**config.mk**
```make
export PLATFORM = sky130hd
export DESIGN_NAME = hdr_queue
export DESIGN_NICKNAME = d
export VERILOG_FILES = /design/src/rtl/core/hdr_pkg.sv /design/src/rtl/core/hdr_queue.sv
export VERILOG_INCLUDE_DIRS = /design/src /design/src/rtl/core
export SDC_FILE = /design/constraint.sdc
export NUM_CORES = 1
export LEC_CHECK = 0
export BUFFER_PORTS_ARGS = -buffer_cell sky130_fd_sc_hd__buf_4
export CAP_MARGIN = 20
export CELL_PAD_IN_SITES_DETAIL_PLACEMENT = 1
export CELL_PAD_IN_SITES_GLOBAL_PLACEMENT = 2
export CORE_ASPECT_RATIO = 1.5
export CORE_MARGIN = 4
export CORE_UTILIZATION = 42
export CTS_CLUSTER_SIZE = 8
export DETAILED_ROUTE_END_ITERATION = 7
export GPL_TIMING_DRIVEN = 0
export PLACE_DENSITY = 0.73
export SYNTH_ARGS = -nofsm -noshare
export SYNTH_HDL_FRONTEND = slang
export SYNTH_SLANG_ARGS = --single-unit
```
**constraint.sdc**
```tcl
create_clock -name clk -period 3.16 [get_ports clk]
set_clock_uncertainty 0.15 [all_clocks]
set_input_delay 0.474 -clock clk [delete_from_list [all_inputs] [get_ports clk]]
set_output_delay 0.474 -clock clk [all_outputs]
set_load 0.05 [all_outputs]
```
**src/rtl/core/haversine_distance_radius_bins_unit_defines.svh**
```systemverilog
// Assertion macros shared by the haversine unit RTL.
`ifndef HAVERSINE_DISTANCE_RADIUS_BINS_UNIT_DEFINES_SVH
`define HAVERSINE_DISTANCE_RADIUS_BINS_UNIT_DEFINES_SVH

// Implication checked on every clock edge outside reset.
`define HDR_ASSERT_IMP(label, clk, rst_n, ante, cons, msg) \
	label: assert property (@(posedge clk) disable iff (!rst_n) (ante) |-> (cons)) \
		else $error(msg);

// Next-cycle implication checked outside reset.
`define HDR_ASSERT_NXT(label, clk, rst_n, ante, cons, msg) \
	label: assert property (@(posedge clk) disable iff (!rst_n) (ante) |=> (cons)) \
		else $error(msg);

`endif

```
**src/rtl/core/hdr_pkg.sv**
```systemverilog
`default_nettype none
package hdr_pkg;
	localparam int CordicStagesDef = 20;
	localparam int NumLimits = 6;
	localparam int LimW = 22;
	localparam int AngW = 33;  // degrees Q17 span
	localparam int CW = 34;    // CORDIC datapath
	localparam int ZW = 33;
	localparam logic [LimW-1:0] LimitRst [NumLimits] =
		'{22'd1280, 22'd2560, 22'd3840, 22'd5120, 22'd6400, 22'd12800};
	localparam logic signed [AngW+1:0] DegFull = 35'sd47185920;
	localparam logic signed [AngW+1:0] DegHalf = 35'sd23592960;
	localparam logic signed [AngW+1:0] DegQuarter = 35'sd11796480;
	localparam logic signed [CW-1:0] CordicGain = 34'sd652032874;
	localparam logic signed [CW-1:0] OneQ30 = 34'sd1073741824;
	localparam logic signed [CW-1:0] HalfPiQ30 = 34'sd1686629713;
	localparam logic [22:0] DistMax = 23'd3181568;
	localparam int QDepth = 4;

	function automatic logic signed [CW-1:0] atan_tab(input int i);
		logic signed [CW-1:0] t;
		case (i)
			0: t = 34'sd843314857;
			1: t = 34'sd497837829;
			2: t = 34'sd263043837;
			3: t = 34'sd133525159;
			4: t = 34'sd67021687;
			5: t = 34'sd33543516;
			6: t = 34'sd16775851;
			7: t = 34'sd8388437;
			8: t = 34'sd4194283;
			9: t = 34'sd2097149;
			default: t = (i < 31) ? (34'sd1 <<< (30 - i)) : 34'sd0;
		endcase
		return t;
	endfunction

	typedef struct packed {
		logic signed [AngW-1:0] ang0;
		logic signed [AngW-1:0] ang1;
		logic signed [AngW-1:0] ang2;
		logic signed [AngW-1:0] ang3;
	} angles_t;

	typedef struct packed {
		logic push;
		logic pop;
	} q_ctl_t;
endpackage
`default_nettype wire

```
**src/rtl/core/hdr_queue.sv**
```systemverilog
`default_nettype none
`include "haversine_distance_radius_bins_unit_defines.svh"
// Small FIFO between front and back; back pulls one beat per cycle.
module hdr_queue #(
	parameter int W = 8,
	parameter int D = hdr_pkg::QDepth
) (
	input  wire logic clk,
	input  wire logic arst_n,
	input  hdr_pkg::q_ctl_t ctl,
	input  wire logic [W-1:0] wdata,
	output logic [W-1:0] rdata,
	output logic empty,
	output logic full
);
	localparam int AW = (D > 1) ? $clog2(D) : 1;
	logic [W-1:0] mem_q [D];
	logic [AW-1:0] wp_q, rp_q;
	logic [AW:0] cnt_q;
	logic do_push, do_pop;
	assign empty = (cnt_q == '0);
	assign full = (cnt_q == (AW+1)'(D));
	assign do_push = ctl.push && (!full || ctl.pop);
	assign do_pop = ctl.pop && !empty;
	assign rdata = mem_q[rp_q];
	always_ff @(posedge clk or negedge arst_n) begin
		if (!arst_n) begin
			wp_q <= '0;
			rp_q <= '0;
			cnt_q <= '0;
		end else begin
			if (do_push) wp_q <= (wp_q == AW'(D-1)) ? '0 : wp_q + 1'b1;
			if (do_pop) rp_q <= (rp_q == AW'(D-1)) ? '0 : rp_q + 1'b1;
			cnt_q <= cnt_q + (AW+1)'(do_push) - (AW+1)'(do_pop);
		end
	end
	always_ff @(posedge clk) begin
		if (do_push) mem_q[wp_q] <= wdata;
	end
	`HDR_ASSERT_IMP(a_no_overflow, clk, arst_n, full && !ctl.pop, !ctl.push, "queue overflow")
	`HDR_ASSERT_NXT(a_cnt_up, clk, arst_n, do_push && !do_pop, cnt_q == $past(cnt_q) + 1'b1, "count")
	`HDR_ASSERT_IMP(a_pop_ne, clk, arst_n, empty, !do_pop, "pop on empty")
endmodule
`default_nettype wire

```
==> metrics.csv <==
stage,metric,value,unit
detailed_routing,dr.pass1.iters,4,
critical_path,crit_path_start,cnt_q[1],
yosys,synth_nets,101,
detailed_routing,top_layer_used,met4,
clocking,post_cts_resized,0,
clocking,cts_root_buffer,clkbuf_8,
global_route,grt_pass1_wl,4.34,mm
detailed_routing,routedLengthMet1,894,um
detailed_routing,wl,2.57,mm
critical_path,cp_max_fo,7,
detailed_routing,viasPerCell,5.05,
critical_path,end_kind,register,
worst_hold_path,hold_start,wdata[4],
critical_path,start_kind,register,
timing,setup_tns,0,ps
yosys,async_flop_share,17.9,%
yosys,netlist_instances,81,
critical_path,r2r_slack,680,ps
timing,fin_crit,2480,ps
placed_design,hpwl,1.94,mm
finish,antennaDiodeCount,0,
floorplanning,initial_utilization,43.6,%
worst_hold_path,hp-class,in -> reg,
finish,fill_cells,369,
floorplanning,dieHeight,83.7,um
global_route,grt_pass1_vias,898,
yosys,synth.distinct_cells,18,
placed_design,gp_congestion,0.646,
clocking,cts_tree,done,
detailed_routing,wl_met2,1.41,mm
yosys,synth_edf_count,32,
yosys,ys_seq_area_share,70.8,%
placed_design,place_inst,145,
floorplanning,rows,27,
critical_path,cp.required,3180,ps
yosys,ys_warn_count,0,
detailed_routing,wl_per_cell,16.7,um
yosys,syn-cell-area,1610,um2
timing,slew_viol_final,0,
clocking,cts.clk_slew.worst_paths,70,ps
finish,syn_to_final_growth,19.2,%
timing,final-hold-violation-count,0,
timing,period_share,78.4,%
clocking,cts_sinks,39,
yosys,syn_area_per_cell,19.8,um2
detailed_routing,drc,0,
detailed_routing,first_iter_violations,18,
pwr,peakVddDrop,0.512,mV
timing,rsz0062_at_grt,false,
status,status,finished clean,
pwr,p_total,1920,uW
pwr,power_density,1010,nW/um2
yosys,yosys.area.top_type,edfxtp_1,
timing,relSlewSlack,66.3,%
timing,fmax,404,MHz
clocking,clockBufferDepth,2,
clocking,cts_htree_levels,2,
yosys,synth_flop_cell,edfxtp_1,
timing,worst_pin_slew,506,ps
global_route,grt_max_degree,12,
detailed_routing,num_vias,777,
critical_path,worstReg2RegStart,cnt_q[1],
finish,layout-drive-gt1-share,41.4,%
floorplanning,die_x,58.5,um
yosys,synth_commonest_cells,"edfxtp_1 (32), inv_1 (8), mux4_2 (8)",
placed_design,port_buffers,21,
global_route,antenna_found_initial,0,
detailed_routing,ant_nets,0,
floorplanning,pin_count,22,
yosys,synthTopCellsByArea,"edfxtp_1 (60%), mux4_2 (11%), dfrtp_1 (11%), ha_1 (5.5%), and2_2 (1.9%)",
timing,setup_violations,0,
global_route,grt_overflow,0,
finish,fin_cells,154,
pwr,leakage,0.000745,uW
yosys,yosys.area.top_type_share,59.9,%
flow_run,max_cap_violations,0,
detailed_routing,met3_wirelength,180,um
yosys,ys_ff_latch,39,
floorplanning,core,3680,um2
clocking,clkLatencyLatePin,280,ps
critical_path,path_class,reg -> reg,
yosys,yosysMostFrequentCell,edfxtp_1,
global_route,track_usage,12.4,%
clocking,cts_buffers,5,
floorplanning,dieArea,4900,um2
critical_path,worstPathArrival,2500,ps
finish,final_nets,130,
power breakdown:
| part | total (uW) | leakage [uW] | switching (uW) | internal (uW) |
|---|---|---|---|---|
| sequential | 758 | 0.000376 | 62.2 | 696 |
| clock | 305 | 0.0000422 | 151 | 154 |
| combinational | 859 | 0.000327 | 522 | 338 |
flip-flops by register name, indices dropped and copies added (netlist names):
name	count
rp_q	2
wp_q	2
cnt_q	3
mem_q	32
layout make-up:
class	instances	area, um2	area share (%)
plain buffers	2	8.76	0.458
clock buffers	7	76.3	3.99
clock inverters	1	5.00	0.262
inverters	8	30.0	1.57
multi-input cells	32	435	22.8
flip-flops and latches	39	1140	59.4
well taps	43	53.8	2.81
repair buffers	22	168	8.76
path summary, 6_finish.rpt:
check / end / cells past startpoint
worst min-delay path: mem_q[1][4] / 1
min in group asynchronous: cnt_q[0] / 2
worst min register to register: cnt_q[2] / 1
worst max-delay path: cnt_q[2] / 9
max in group asynchronous: wp_q[1] / 2
worst max register to register: cnt_q[2] / 9
routing by layer:
| layer | track usage (%) | vias up |
|---|---|---|
| li1 | - | 359 |
| met1 | 12.8 | 385 |
| met2 | 21.2 | 25 |
| met3 | 4.33 | 8 |
| met4 | 6.33 | 0 |
| met5 | 0 | - |
what timing repair did:
action                    CTS  global route
hold endpoints to repair    7             0
hold buffers                1             0
setup buffers               0             0
critical path: stages (launching register included):
cell and delay, ps:
dfrtp_1 430, or3b_1 440, o21a_4 250, inv_1 80
ha_1 140, inv_1 40, ha_1 180, fa_1 380
xor2_1 170, xnor2_1 130
cells in the final DEF (no fill, tap or decap), drive strengths merged:
master,Yosys,routed
buf,2,23
nor3,1,1
dlygate4sd3,0,1
or3b,1,1
and2,4,4
edfxtp,32,32
dfrtp,7,7
clkbuf,0,7
nand2b,1,1
mux4,8,8
clkinv,0,1
o21a,1,1
nor2,2,2
xnor2,1,1
inv,8,8
mux2,4,4
fa,1,1
ha,7,7
xor2,1,1
metrics by stage:
stage	utilization, %	hold WS (ps)	worst slack (ps)	instance area (um2)
2_1_floorplan	-	28.4	408	1610
3_3_place_gp	49.5	142	747	1820
3_5_place_dp	49.5	146	683	1820
4_1_cts	52.0	225	660	1910
5_1_grt	52.0	224	543	1910
6_report	52.0	238	684	1910
kinds of logic (layout without fill, tap and decap cells):
| family | after synthesis | count (layout) | synth area share (%) |
|---|---|---|---|
| xor gates and xnor gates | 2 | 2 | 1.09 |
| muxes | 12 | 12 | 14.5 |
| DFF | 39 | 39 | 70.8 |
| buffers and inverters | 10 | 40 | 2.42 |
| and+or+nand+nor | 9 | 9 | 3.59 |
| AOI/OAI and AO/OA | 1 | 1 | 0.935 |
| adders and majority gates | 8 | 8 | 6.70 |
(Power assumes the default switching activity.)
