### config.mk
export PLATFORM = sky130hd
export DESIGN_NAME = hdr_front
export DESIGN_NICKNAME = d
export VERILOG_FILES = /design/src/rtl/core/haversine_distance_radius_bins_unit_defines.svh /design/src/rtl/core/hdr_pkg.sv /design/src/rtl/core/hdr_front.sv
export SDC_FILE = /design/constraint.sdc
export NUM_CORES = 1
export LEC_CHECK = 0
export BUFFER_PORTS_ARGS = -buffer_cell sky130_fd_sc_hd__buf_2
export CAP_MARGIN = 20
export CELL_PAD_IN_SITES_DETAIL_PLACEMENT = 1
export CELL_PAD_IN_SITES_GLOBAL_PLACEMENT = 1
export CORE_MARGIN = 3
export CORE_UTILIZATION = 27
export DETAILED_ROUTE_END_ITERATION = 10
export PLACE_DENSITY = 0.76
export SLEW_MARGIN = 15
export SYNTH_ARGS = -nofsm -noshare
export SYNTH_HDL_FRONTEND = slang
export SYNTH_SLANG_ARGS = --single-unit
### constraint.sdc
create_clock -name clk -period 0.8 [get_ports clk]
set_input_delay 0.04 -clock clk [delete_from_list [all_inputs] [get_ports clk]]
set_output_delay 0.04 -clock clk [all_outputs]
set_load 0.005 [all_outputs]
### src/rtl/core/haversine_distance_radius_bins_unit_defines.svh
// Assertion macros shared by the haversine unit RTL.
`ifndef HAVERSINE_DISTANCE_RADIUS_BINS_UNIT_DEFINES_SVH
`define HAVERSINE_DISTANCE_RADIUS_BINS_UNIT_DEFINES_SVH

// Implication checked on every clock edge outside reset.
`define HDR_ASSERT_IMP(label, clk, rst_n, ante, cons, msg) \
	label: assert property (@(posedge clk) disable iff (!rst_n) (ante) |-> (cons)) \
		else $error(msg);

// Next-cycle implication checked outside reset.
`define HDR_ASSERT_NXT(label, clk, rst_n, ante, cons, msg) \
	label: assert property (@(posedge clk) disable iff (!rst_n) (ante) |=> (cons)) \
		else $error(msg);

`endif

### src/rtl/core/hdr_pkg.sv
`default_nettype none
package hdr_pkg;
	localparam int CordicStagesDef = 20;
	localparam int NumLimits = 6;
	localparam int LimW = 22;
	localparam int AngW = 33;  // degrees Q17 span
	localparam int CW = 34;    // CORDIC datapath
	localparam int ZW = 33;
	localparam logic [LimW-1:0] LimitRst [NumLimits] =
		'{22'd1280, 22'd2560, 22'd3840, 22'd5120, 22'd6400, 22'd12800};
	localparam logic signed [AngW+1:0] DegFull = 35'sd47185920;
	localparam logic signed [AngW+1:0] DegHalf = 35'sd23592960;
	localparam logic signed [AngW+1:0] DegQuarter = 35'sd11796480;
	localparam logic signed [CW-1:0] CordicGain = 34'sd652032874;
	localparam logic signed [CW-1:0] OneQ30 = 34'sd1073741824;
	localparam logic signed [CW-1:0] HalfPiQ30 = 34'sd1686629713;
	localparam logic [22:0] DistMax = 23'd3181568;
	localparam int QDepth = 4;

	function automatic logic signed [CW-1:0] atan_tab(input int i);
		logic signed [CW-1:0] t;
		case (i)
			0: t = 34'sd843314857;
			1: t = 34'sd497837829;
			2: t = 34'sd263043837;
			3: t = 34'sd133525159;
			4: t = 34'sd67021687;
			5: t = 34'sd33543516;
			6: t = 34'sd16775851;
			7: t = 34'sd8388437;
			8: t = 34'sd4194283;
			9: t = 34'sd2097149;
			default: t = (i < 31) ? (34'sd1 <<< (30 - i)) : 34'sd0;
		endcase
		return t;
	endfunction

	typedef struct packed {
		logic signed [AngW-1:0] ang0;
		logic signed [AngW-1:0] ang1;
		logic signed [AngW-1:0] ang2;
		logic signed [AngW-1:0] ang3;
	} angles_t;

	typedef struct packed {
		logic push;
		logic pop;
	} q_ctl_t;
endpackage
`default_nettype wire

### src/rtl/core/hdr_front.sv
`default_nettype none
// Front end: registers a point pair and forms the four CORDIC angles (Q17 degrees).
module hdr_front (
	input  wire logic clk,
	input  wire logic arst_n,
	input  wire logic in_valid,
	input  wire logic signed [23:0] lat1,
	input  wire logic signed [24:0] lon1,
	input  wire logic signed [23:0] lat2,
	input  wire logic signed [24:0] lon2,
	output logic out_valid,
	output hdr_pkg::angles_t out_ang
);
	hdr_pkg::angles_t ang_d;
	always_comb begin
		ang_d.ang0 = hdr_pkg::AngW'(lat2) - hdr_pkg::AngW'(lat1);
		ang_d.ang1 = hdr_pkg::AngW'(lon2) - hdr_pkg::AngW'(lon1);
		ang_d.ang2 = hdr_pkg::AngW'(lat1) <<< 1;
		ang_d.ang3 = hdr_pkg::AngW'(lat2) <<< 1;
	end
	always_ff @(posedge clk or negedge arst_n) begin
		if (!arst_n) begin
			out_valid <= 1'b0;
		end else begin
			out_valid <= in_valid;
		end
	end
	always_ff @(posedge clk) begin
		out_ang <= ang_d;
	end
endmodule
`default_nettype wire

==> impl_metrics.yaml, run 1 <==
status:
  outcome: "finished, violations left"
  violations: "hold timing, setup timing"
setup_path:
  crit_type: "input port to register"
  critPathMaxFanout: 4
  cp_data_arrival_time_ps: 1890
  end_kind: "register"
  start_kind: "input port"
  worstPathRequired_ps: 1080
floorplan:
  design.core.area_mm2: 0.01883
  die_w_um: 144.8
  die_height_um: 144.8
  start_util_pct: 27.61
  num_rows: 50
  ios: 234
  die_area_mm2: 0.02096
power_and_ir_drop:
  swShare_pct: 30.63
  p_seq_share_pct: 34.0
  comb_power_share_pct: 38.7
  total_power_mw: 17.95
  p_sw_mw: 5.498
  power_density_mw_per_mm2: 1748
  cellLeakagePower_nw: 4.819
  ir_drop_v: 0.0009910
  pwr-share-clk_pct: 27.3
  intPower_mw: 12.45
timing:
  finalCritPeriodShare_pct: 201.3
  setup_viol: 170
  timing.hold.ws_ps: -17.43
  grt_setup_unrepaired: "yes"
  timing.final.ws_setup_ps: -810.6
  slew_viol_final: 0
  hold_viol_final: 1
  post-route-min-period_ps: 1611
  clock.fmax_mhz: 620.9
hold_path:
  hold_path.class: "input port to register"
  hold_end: "out_ang[67]$_DFF_P_"
  hold_depth: 2
  hp-start: "lon2[1]"
routing:
  post-route-drc-count: 0
  wl_per_cell_um: 18.24
  drt_wl_total_um: 22920
  dr_total_vias: 5828
  dr.pass1.iters: 4
  ant_nets: 0
  vias_per_cell: 4.640
  drt_iter0_drc: 166
finish:
  nNetsFinal: 1143
  syn_to_final_growth_pct: 97.52
  layout.cells.non_filler: 1256
  antenna_cells: 0
  drive_gt1_share_pct: 61.04
  final_cell_mix: "buf_4, buf_2, buf_6"
  final_common_cell: "buf_4"
  n_fill_cell: 2064
clock_tree:
  cts_sinks: 100
  cts_tree: "built"
  clk_pin_slew_ps: 80
  clockBufferDepth: 2
  h-tree-depth: 3
  cts-hold-fix-buffers: 53
  root_buffer: "clkbuf_16"
  cts_buffers: 9
synth:
  yosys.area.top_type_share_pct: 38.12
  synth_edf_count: 0
  synthCells: 563
  synth_seq_area_share_pct: 38.60
  yosys_register_bits: 100
  synth-main-ff-cell: "dfxtp_1"
  synthTopCellsByArea: "dfxtp_1, ha_1, buf_4"
  yosys.area.top_type: "dfxtp_1"
  yosys.cell_types.count: 64
  syn_avg_cell_area_um2: 9.234
  synth_warnings: 0
  syn_area_mm2: 0.005199
  synthArstFlopShare_pct: 1.000
global_routing:
  grt.overflow.total: 0
  antenna_found_initial: 3
  track_usage_pct: 19.51
  grt_max_degree: 17
  grt_pass1_wl_um: 32210
  grt_pass1_vias: 6404
job:
  drv_cap: 0
placed_design:
  dp.cells: 1159
  port_buffers: 231
  gp_congestion: 0.8343
  hpwl_um: 14350
-- worst max path at each step --
| stage | start | end | slack, ps | cells after the start |
|---|---|---|---|---|
| final | lat2[0] | out_ang[123]$_DFF_P_ | -810 | 11 |
| after global routing | lat2[0] | out_ang[123]$_DFF_P_ | -870 | 11 |
| after global placement | lat2[0] | out_ang[111]$_DFF_P_ | -1220 | 10 |
| after detailed placement | lat2[0] | out_ang[111]$_DFF_P_ | -1290 | 10 |
| after CTS | lon2[0] | out_ang[90]$_DFF_P_ | -780 | 11 |
| after floorplan | lat2[0] | out_ang[111]$_DFF_P_ | -920 | 9 |
-- sequential cells by signal, summed over array words and instances (netlist names) --
register   cells
out_valid      1
out_ang       99
-- layer usage --
metal  global-route usage, %  routed length, um  share of wire [%]  up-vias
li1                        -                  -                  -     2777
met1                   19.79               8170                 36     2778
met2                   39.03              12860                 56      210
met3                   3.943               1239                5.4       57
met4                   6.578                607                2.6        6
met5                       0                 34               0.15        -
-- Yosys cell counts (2+ instances only) --
library cell	n
nand2_1	33
a21oi_1	42
a211o_1	2
ha_1	49
or3_1	6
buf_2	5
o211ai_2	3
or2_2	3
o31a_1	2
mux2i_1	3
o21ai_1	15
a31oi_1	6
buf_6	2
a311o_1	2
o211a_1	3
o21ai_0	15
o21a_1	10
a311oi_2	2
a21o_1	11
buf_4	35
inv_1	61
dfxtp_1	99
o21bai_1	5
a21boi_1	2
and2_1	3
nor2b_1	8
a21oi_2	3
xnor2_1	22
fa_1	2
nor2_1	26
a21boi_0	2
nand3_1	4
xor2_1	13
o31ai_1	2
nor3b_1	2
nand4_1	9
a2111oi_0	2
or4_1	2
nand2b_1	3
nor3_1	6
and4_1	2
and3_1	8
o211ai_1	7
-- critical path, stage by stage --
cell and delay (ps):
buf_12 110, inv_12 40, ha_4 130, fa_2 250
nor2b_4 50, o31a_1 280, o311ai_4 380, a21boi_4 130
buf_6 140, o21a_1 160, o21ai_1 160
-- stage by stage --
stage	area (um2)	setup WS, ps	util [%]	setup TNS (ps)
2_1_floorplan	5682	-924.1	-	-26840
3_3_place_gp	7939	-1220	42.16	-42930
3_5_place_dp	7939	-1287	42.16	-44460
4_1_cts	9652	-782.6	51.26	-34180
5_1_grt	10270	-870.6	54.53	-38920
6_report	10270	-810.6	54.53	-32450
-- final cells by class --
class	count	area [um2]	area share [%]
tap	260	325.3	3.168
clock buffer	12	266.5	2.595
multi-input combinational	361	3466	33.75
clock inverter	4	55.05	0.5361
timing repair buffer	458	3771	36.72
inverter	61	297.8	2.900
sequential	100	2087	20.32
-- power by group through the flow --
| stage | Sequential (mW) | Combinational [mW] | Clock [mW] |
|---|---|---|---|
| after global routing | 6.17 | 7.49 | 5.23 |
| after CTS | 5.98 | 6.19 | 4.90 |
| after global placement | 6.00 | 4.94 | 0 |
| after floorplan | 6.09 | 2.55 | 0 |
| final | 6.11 | 6.94 | 4.90 |
| after detailed placement | 6.02 | 5.08 | 0 |
-- timing repair --
item | CTS | global route
pin swaps | 55 | 57
setup buffers | 23 | 11
hold endpoints to repair | 52 | 1
gates resized for setup | 158 | 137
setup endpoints to repair | 175 | 175
-- logic make-up after synthesis --
logic type,Yosys count,synth area share (%)
compound gates,150,19.93
simple gates,120,11.99
buf+inv,103,10.37
flops,100,38.60
fa+ha+maj,51,12.56
xor+xnor,35,5.896
mux,3,0.5776
other cells,1,0.07213
Power figures use the tool's default switching activity.
==> run 2, diff against run 1 <==
CORE_UTILIZATION = 34   (was 27)
PLACE_DENSITY = 0.9   (was 0.76)
==> run 2 against run 1 <==
Against the previous run: hold slack improved by 85 ps; largest power group unchanged; via count increased by 20%; die area decreased by 20%; non-clock buffer count increased by 5; the run ends with setup timing left; sequential share of layout area decreased by 0.34 points; final cell count decreased by 5.7%; critical endpoint is now out_ang[119]$_DFF_P_; design area increased by 2.8%.
==> impl_metrics.yaml, run 2 (synthesis results as in run 1) <==
global_routing:
  grt_max_degree: 18
  track_usage_pct: 34.11
  antenna_found_initial: 2
  grt_pass1_vias: 7302
  grt.overflow.total: 0
  grt_pass1_wl_um: 42760
finish:
  largest-register: "out_ang"
  syn_to_final_growth_pct: 103.1
  fin_util_pct: 71.55
  drive_gt1_share_pct: 65.50
  largest_reg_flops: 99
  final_cell_mix: "buf_4, buf_6, buf_2"
  regArea_mm2: 0.002110
  multi_input_area_mm2: 0.003711
  top_regs: "out_ang x99, out_valid x1"
  nNetsFinal: 1148
  n_fill_cell: 1497
  final_area_mm2: 0.01056
  final_common_cell: "buf_4"
placed_design:
  port_buffers: 231
  hpwl_um: 16050
  gp_congestion: 0.8300
  placed_cell_area_mm2: 0.007836
timing:
  relSlewSlack_pct: 12.71
  tightest_slew_ps: 1299
  slew_viol_final: 0
  grt_setup_unrepaired: "yes"
  finalCritPeriodShare_pct: 240.4
  post-route-min-period_ps: 1924
  hold_viol_final: 0
  timing.final.ws_setup_ps: -1124
  setup_viol: 176
  clock.fmax_mhz: 519.9
power_and_ir_drop:
  cellLeakagePower_nw: 4.918
  ir_drop_v: 0.001513
  power_density_mw_per_mm2: 1853
floorplan:
  num_rows: 44
  design.core.area_mm2: 0.01475
  die_area_mm2: 0.01681
  ios: 234
  die_height_um: 129.7
  start_util_pct: 35.24
  die_w_um: 129.7
setup_path:
  crit_path_max_incr_delay_ps: 360
  critPathMaxFanout: 5
  crit_type: "input port to register"
  critPathSlowestCell: "ha_1"
  cp_data_arrival_time_ps: 2190
  cp_cell_sequence: "buf_2 > inv_1 > ha_1 > buf_4 > nand2_1 > buf_4 > a211o_1 > o21ai_2 > xor2_2"
  cp_common_cell: "buf_4"
  end_kind: "register"
  worstPathRequired_ps: 1070
  start_kind: "input port"
routing:
  dr_total_vias: 7016
  drt_iter0_drc: 565
  wl_per_cell_um: 32.57
  dr.pass1.iters: 4
  vias_per_cell: 5.921
  ant_nets: 0
  drt_wl_total_um: 38600
  post-route-drc-count: 0
clock_tree:
  root_buffer: "clkbuf_16"
  cts_tree: "built"
  cts_buffers: 9
  clk_pin_slew_ps: 90
  clockBufferDepth: 2
  h-tree-depth: 3
  cts_sinks: 100
status:
  violations: "setup timing"
  outcome: "finished, violations left"
hold_path:
  hold_path.class: "input port to register"
job:
  drv_cap: 0
==> run 2: cell types whose count changed in the layout (fill, tap and decap cells not counted), sizes merged <==
cell and change:
buf +5, clkbuf -3, diode +1, inv +2
==> run 2: per-stage QoR <==
stage                     worst slack [ps]  TNS [ps]  total power [mW]  instances  hold WS [ps]
final                                -1124    -44950             19.56       1185         67.51
after global routing                 -1217    -48330             19.97       1184         62.27
after CTS                           -750.6    -31320             16.80       1165         45.99
after detailed placement             -1344    -44940             11.17       1082        -184.0
after global placement               -1249    -41980             10.84       1082        -185.9
after floorplan                     -924.1    -26840             8.639        564        -255.6
==> run 2: worst paths after layout <==
path,from,endpoint,slack [ps],depth (start not counted)
worst max-delay path,lat1[15],out_ang[119]$_DFF_P_,-1120,9
worst min-delay path,lon1[1],out_ang[67]$_DFF_P_,70,3
max in group asynchronous,arst_n,out_valid$_DFF_PN0_,30,3
min in group asynchronous,arst_n,out_valid$_DFF_PN0_,660,3
==> run 2: power breakdown <==
part	total [mW]	switching, mW	internal [mW]	leakage [nW]
logic	8.40	4.09	4.31	3.93
clock network	4.87	2.41	2.45	0.143
registers	6.29	0.503	5.79	0.849
==> run 2: critical path: cells and delay by family <==
kind | cells | cell delay (ps)
adder cells (fa/ha/maj) | 1 | 360
AND/OR/NAND/NOR | 1 | 220
buffers and inverters | 4 | 690
XOR/XNOR | 1 | 290
AO/OA/AOI/OAI | 2 | 570
==> run 2: cell type report <==
class / instances / share of cell area [%]
Timing Repair Buffer: 463 / 37.07
Clock buffer: 9 / 2.133
Antenna cell: 1 / 0.02371
Tap cell: 184 / 2.181
Inverter: 61 / 2.797
Multi-Input combinational cell: 361 / 35.15
Sequential cell: 100 / 19.98
Clock inverter: 6 / 0.6519
==> run 2: repair_timing <==
item / CTS / global route
gates cloned: 0 / 0
endpoints found under the hold margin: 52 / 0
endpoints found under the setup margin: 176 / 176
resized for setup: 157 / 205
buffers inserted: 18 / 23
pin swaps: 55 / 49
hold buffers: 53 / 0
==> run 2: per-layer routing <==
layer / GRT usage (%) / vias to the layer above / wire [um]
met5: 0 / - / 30
met4: 23.66 / 4 / 4011
met3: 9.687 / 267 / 3839
met2: 65.82 / 571 / 18730
met1: 29.92 / 3385 / 11980
li1: - / 2789 / -
==> run 3, diff against run 2 <==
BUFFER_PORTS_ARGS = default   (was -buffer_cell sky130_fd_sc_hd__buf_2)
CORE_UTILIZATION = 46   (was 34)
DONT_BUFFER_PORTS = 1   (was default)
==> run 3 against run 2 <==
Against the previous run: the flow finishes with violations (hold timing, setup timing); sequential cell count did not move; maximum frequency rose by 17%; via count fell by 18%; final cell count fell by 25%; critical endpoint is now out_ang[121]$_DFF_P_; worst setup slack improved by 280 ps; hold slack got worse by 380 ps; clock power fell by 4.9%.
==> impl_metrics.yaml, run 3 (synthesis results as in run 1) <==
global_routing:
  antenna_found_initial: 0
  grt_pass1_vias: 6056
  track_usage_pct: 35.91
  grt_pass1_wl_um: 34800
  grt_max_degree: 16
  grt.overflow.total: 0
finish:
  final_cell_mix: "buf_4, dfxtp_1, dlygate4sd3_1"
  n_fill_cell: 1086
  drive_gt1_share_pct: 42.19
  top_regs: "out_ang x99, out_valid x1"
  final_common_cell: "buf_4"
  fin_util_pct: 74.32
  antenna_cells: 0
  nNetsFinal: 896
  largest-register: "out_ang"
  syn_to_final_growth_pct: 56.34
  largest_reg_flops: 99
setup_path:
  crit_type: "input port to register"
  critPathMaxFanout: 5
  worstPathRequired_ps: 1080
  cp_data_arrival_time_ps: 1930
  start_kind: "input port"
  end_kind: "register"
clock_tree:
  cts_buffers: 9
  cts-hold-fix-buffers: 51
  clockBufferDepth: 2
  clk_pin_slew_ps: 70
  cts_tree: "built"
  cts_sinks: 100
  h-tree-depth: 3
  root_buffer: "clkbuf_16"
timing:
  post-route-min-period_ps: 1644
  finalCritPeriodShare_pct: 205.5
  timing.hold.ws_ps: -308.9
  slew_viol_final: 0
  timing.final.ws_setup_ps: -843.6
  clock.fmax_mhz: 608.4
  setup_viol: 85
  hold_viol_final: 6
  grt_setup_unrepaired: "yes"
  tns_ps: -28730
status:
  outcome: "finished, violations left"
  violations: "hold timing, setup timing"
floorplan:
  die_w_um: 112.3
  die_area_mm2: 0.01261
  num_rows: 38
  start_util_pct: 47.54
  die_height_um: 112.3
  ios: 234
  design.core.area_mm2: 0.01094
power_and_ir_drop:
  cellLeakagePower_nw: 3.621
  ir_drop_v: 0.001992
  power_density_mw_per_mm2: 2023
  total_power_mw: 16.44
routing:
  wl_per_cell_um: 32.56
  vias_per_cell: 6.471
  post-route-drc-count: 0
  dr_total_vias: 5753
  dr.pass1.iters: 5
  drt_iter0_drc: 401
  drt_wl_total_um: 28940
  ant_nets: 0
placed_design:
  place_ws_ps: -1105
  port_buffers: 0
  hpwl_um: 13790
  gp_congestion: 0.8622
job:
  drv_cap: 0
hold_path:
  hold_path.class: "input port to register"
run 3: cell count changes in the layout (fill, tap and decap cells not counted), sizes merged:
| cell | change |
|---|---|
| buf | -250 |
| bufinv | -1 |
| clkinv | +2 |
| inv | -3 |
| clkinvlp | -1 |
| clkbuf | +4 |
| dlygate4sd3 | -2 |
| diode | -1 |
run 3: final cells by class:
type | count | area [um2] | share of cell area (%)
tap | 140 | 175.2 | 2.155
clock buffer | 13 | 270.3 | 3.325
sequential | 100 | 2012 | 24.75
clock inverter | 3 | 18.77 | 0.2309
inverter | 61 | 304.0 | 3.741
timing repair buffer | 211 | 1834 | 22.57
multi-input combinational | 361 | 3513 | 43.23
run 3: path summary, 6_finish.rpt:
| check | startpoint | to | slack, ps | depth (start not counted) |
|---|---|---|---|---|
| setup / recovery | lat1[13] | out_ang[121]$_DFF_P_ | -840 | 8 |
| hold / removal | lat1[1] | out_ang[35]$_DFF_P_ | -310 | 0 |
| max in group asynchronous | arst_n | out_valid$_DFF_PN0_ | 280 | 2 |
| min in group asynchronous | arst_n | out_valid$_DFF_PN0_ | 410 | 2 |
run 3: where the power goes:
| group | internal (mW) | leakage, nW | total [mW] | switching (mW) |
|---|---|---|---|---|
| clock network | 2.38 | 0.146 | 4.63 | 2.25 |
| logic | 2.68 | 2.63 | 5.61 | 2.93 |
| registers | 5.69 | 0.847 | 6.20 | 0.516 |
run 3: worst max-delay path: stages:
cell     delay (ps)
inv_1            30
ha_2            390
buf_12          130
and3_1          300
nand2_1         130
a211o_1         390
o211a_1         300
nor3_2          220
run 3: stage by stage:
| stage | area, um2 | cells |
|---|---|---|
| after floorplan | 5682 | 564 |
| after global placement | 6608 | 803 |
| after detailed placement | 6608 | 803 |
| after CTS | 7761 | 881 |
| after global routing | 8128 | 889 |
| final | 8128 | 889 |
run 3: routing by layer:
| metal | share of wire [%] | global-route usage [%] | up-vias |
|---|---|---|---|
| met5 | 0 | 0 | - |
| met4 | 12 | 21.07 | 0 |
| met3 | 7.4 | 8.356 | 242 |
| met2 | 50 | 67.62 | 527 |
| met1 | 31 | 35.56 | 2703 |
| li1 | - | - | 2281 |
run 3: what timing repair did:
item,in CTS,in global routing
buffers inserted,13,10
gates resized for setup,62,56
pin swaps,44,40
endpoints found under the setup margin,78,80
endpoints found under the hold margin,56,6
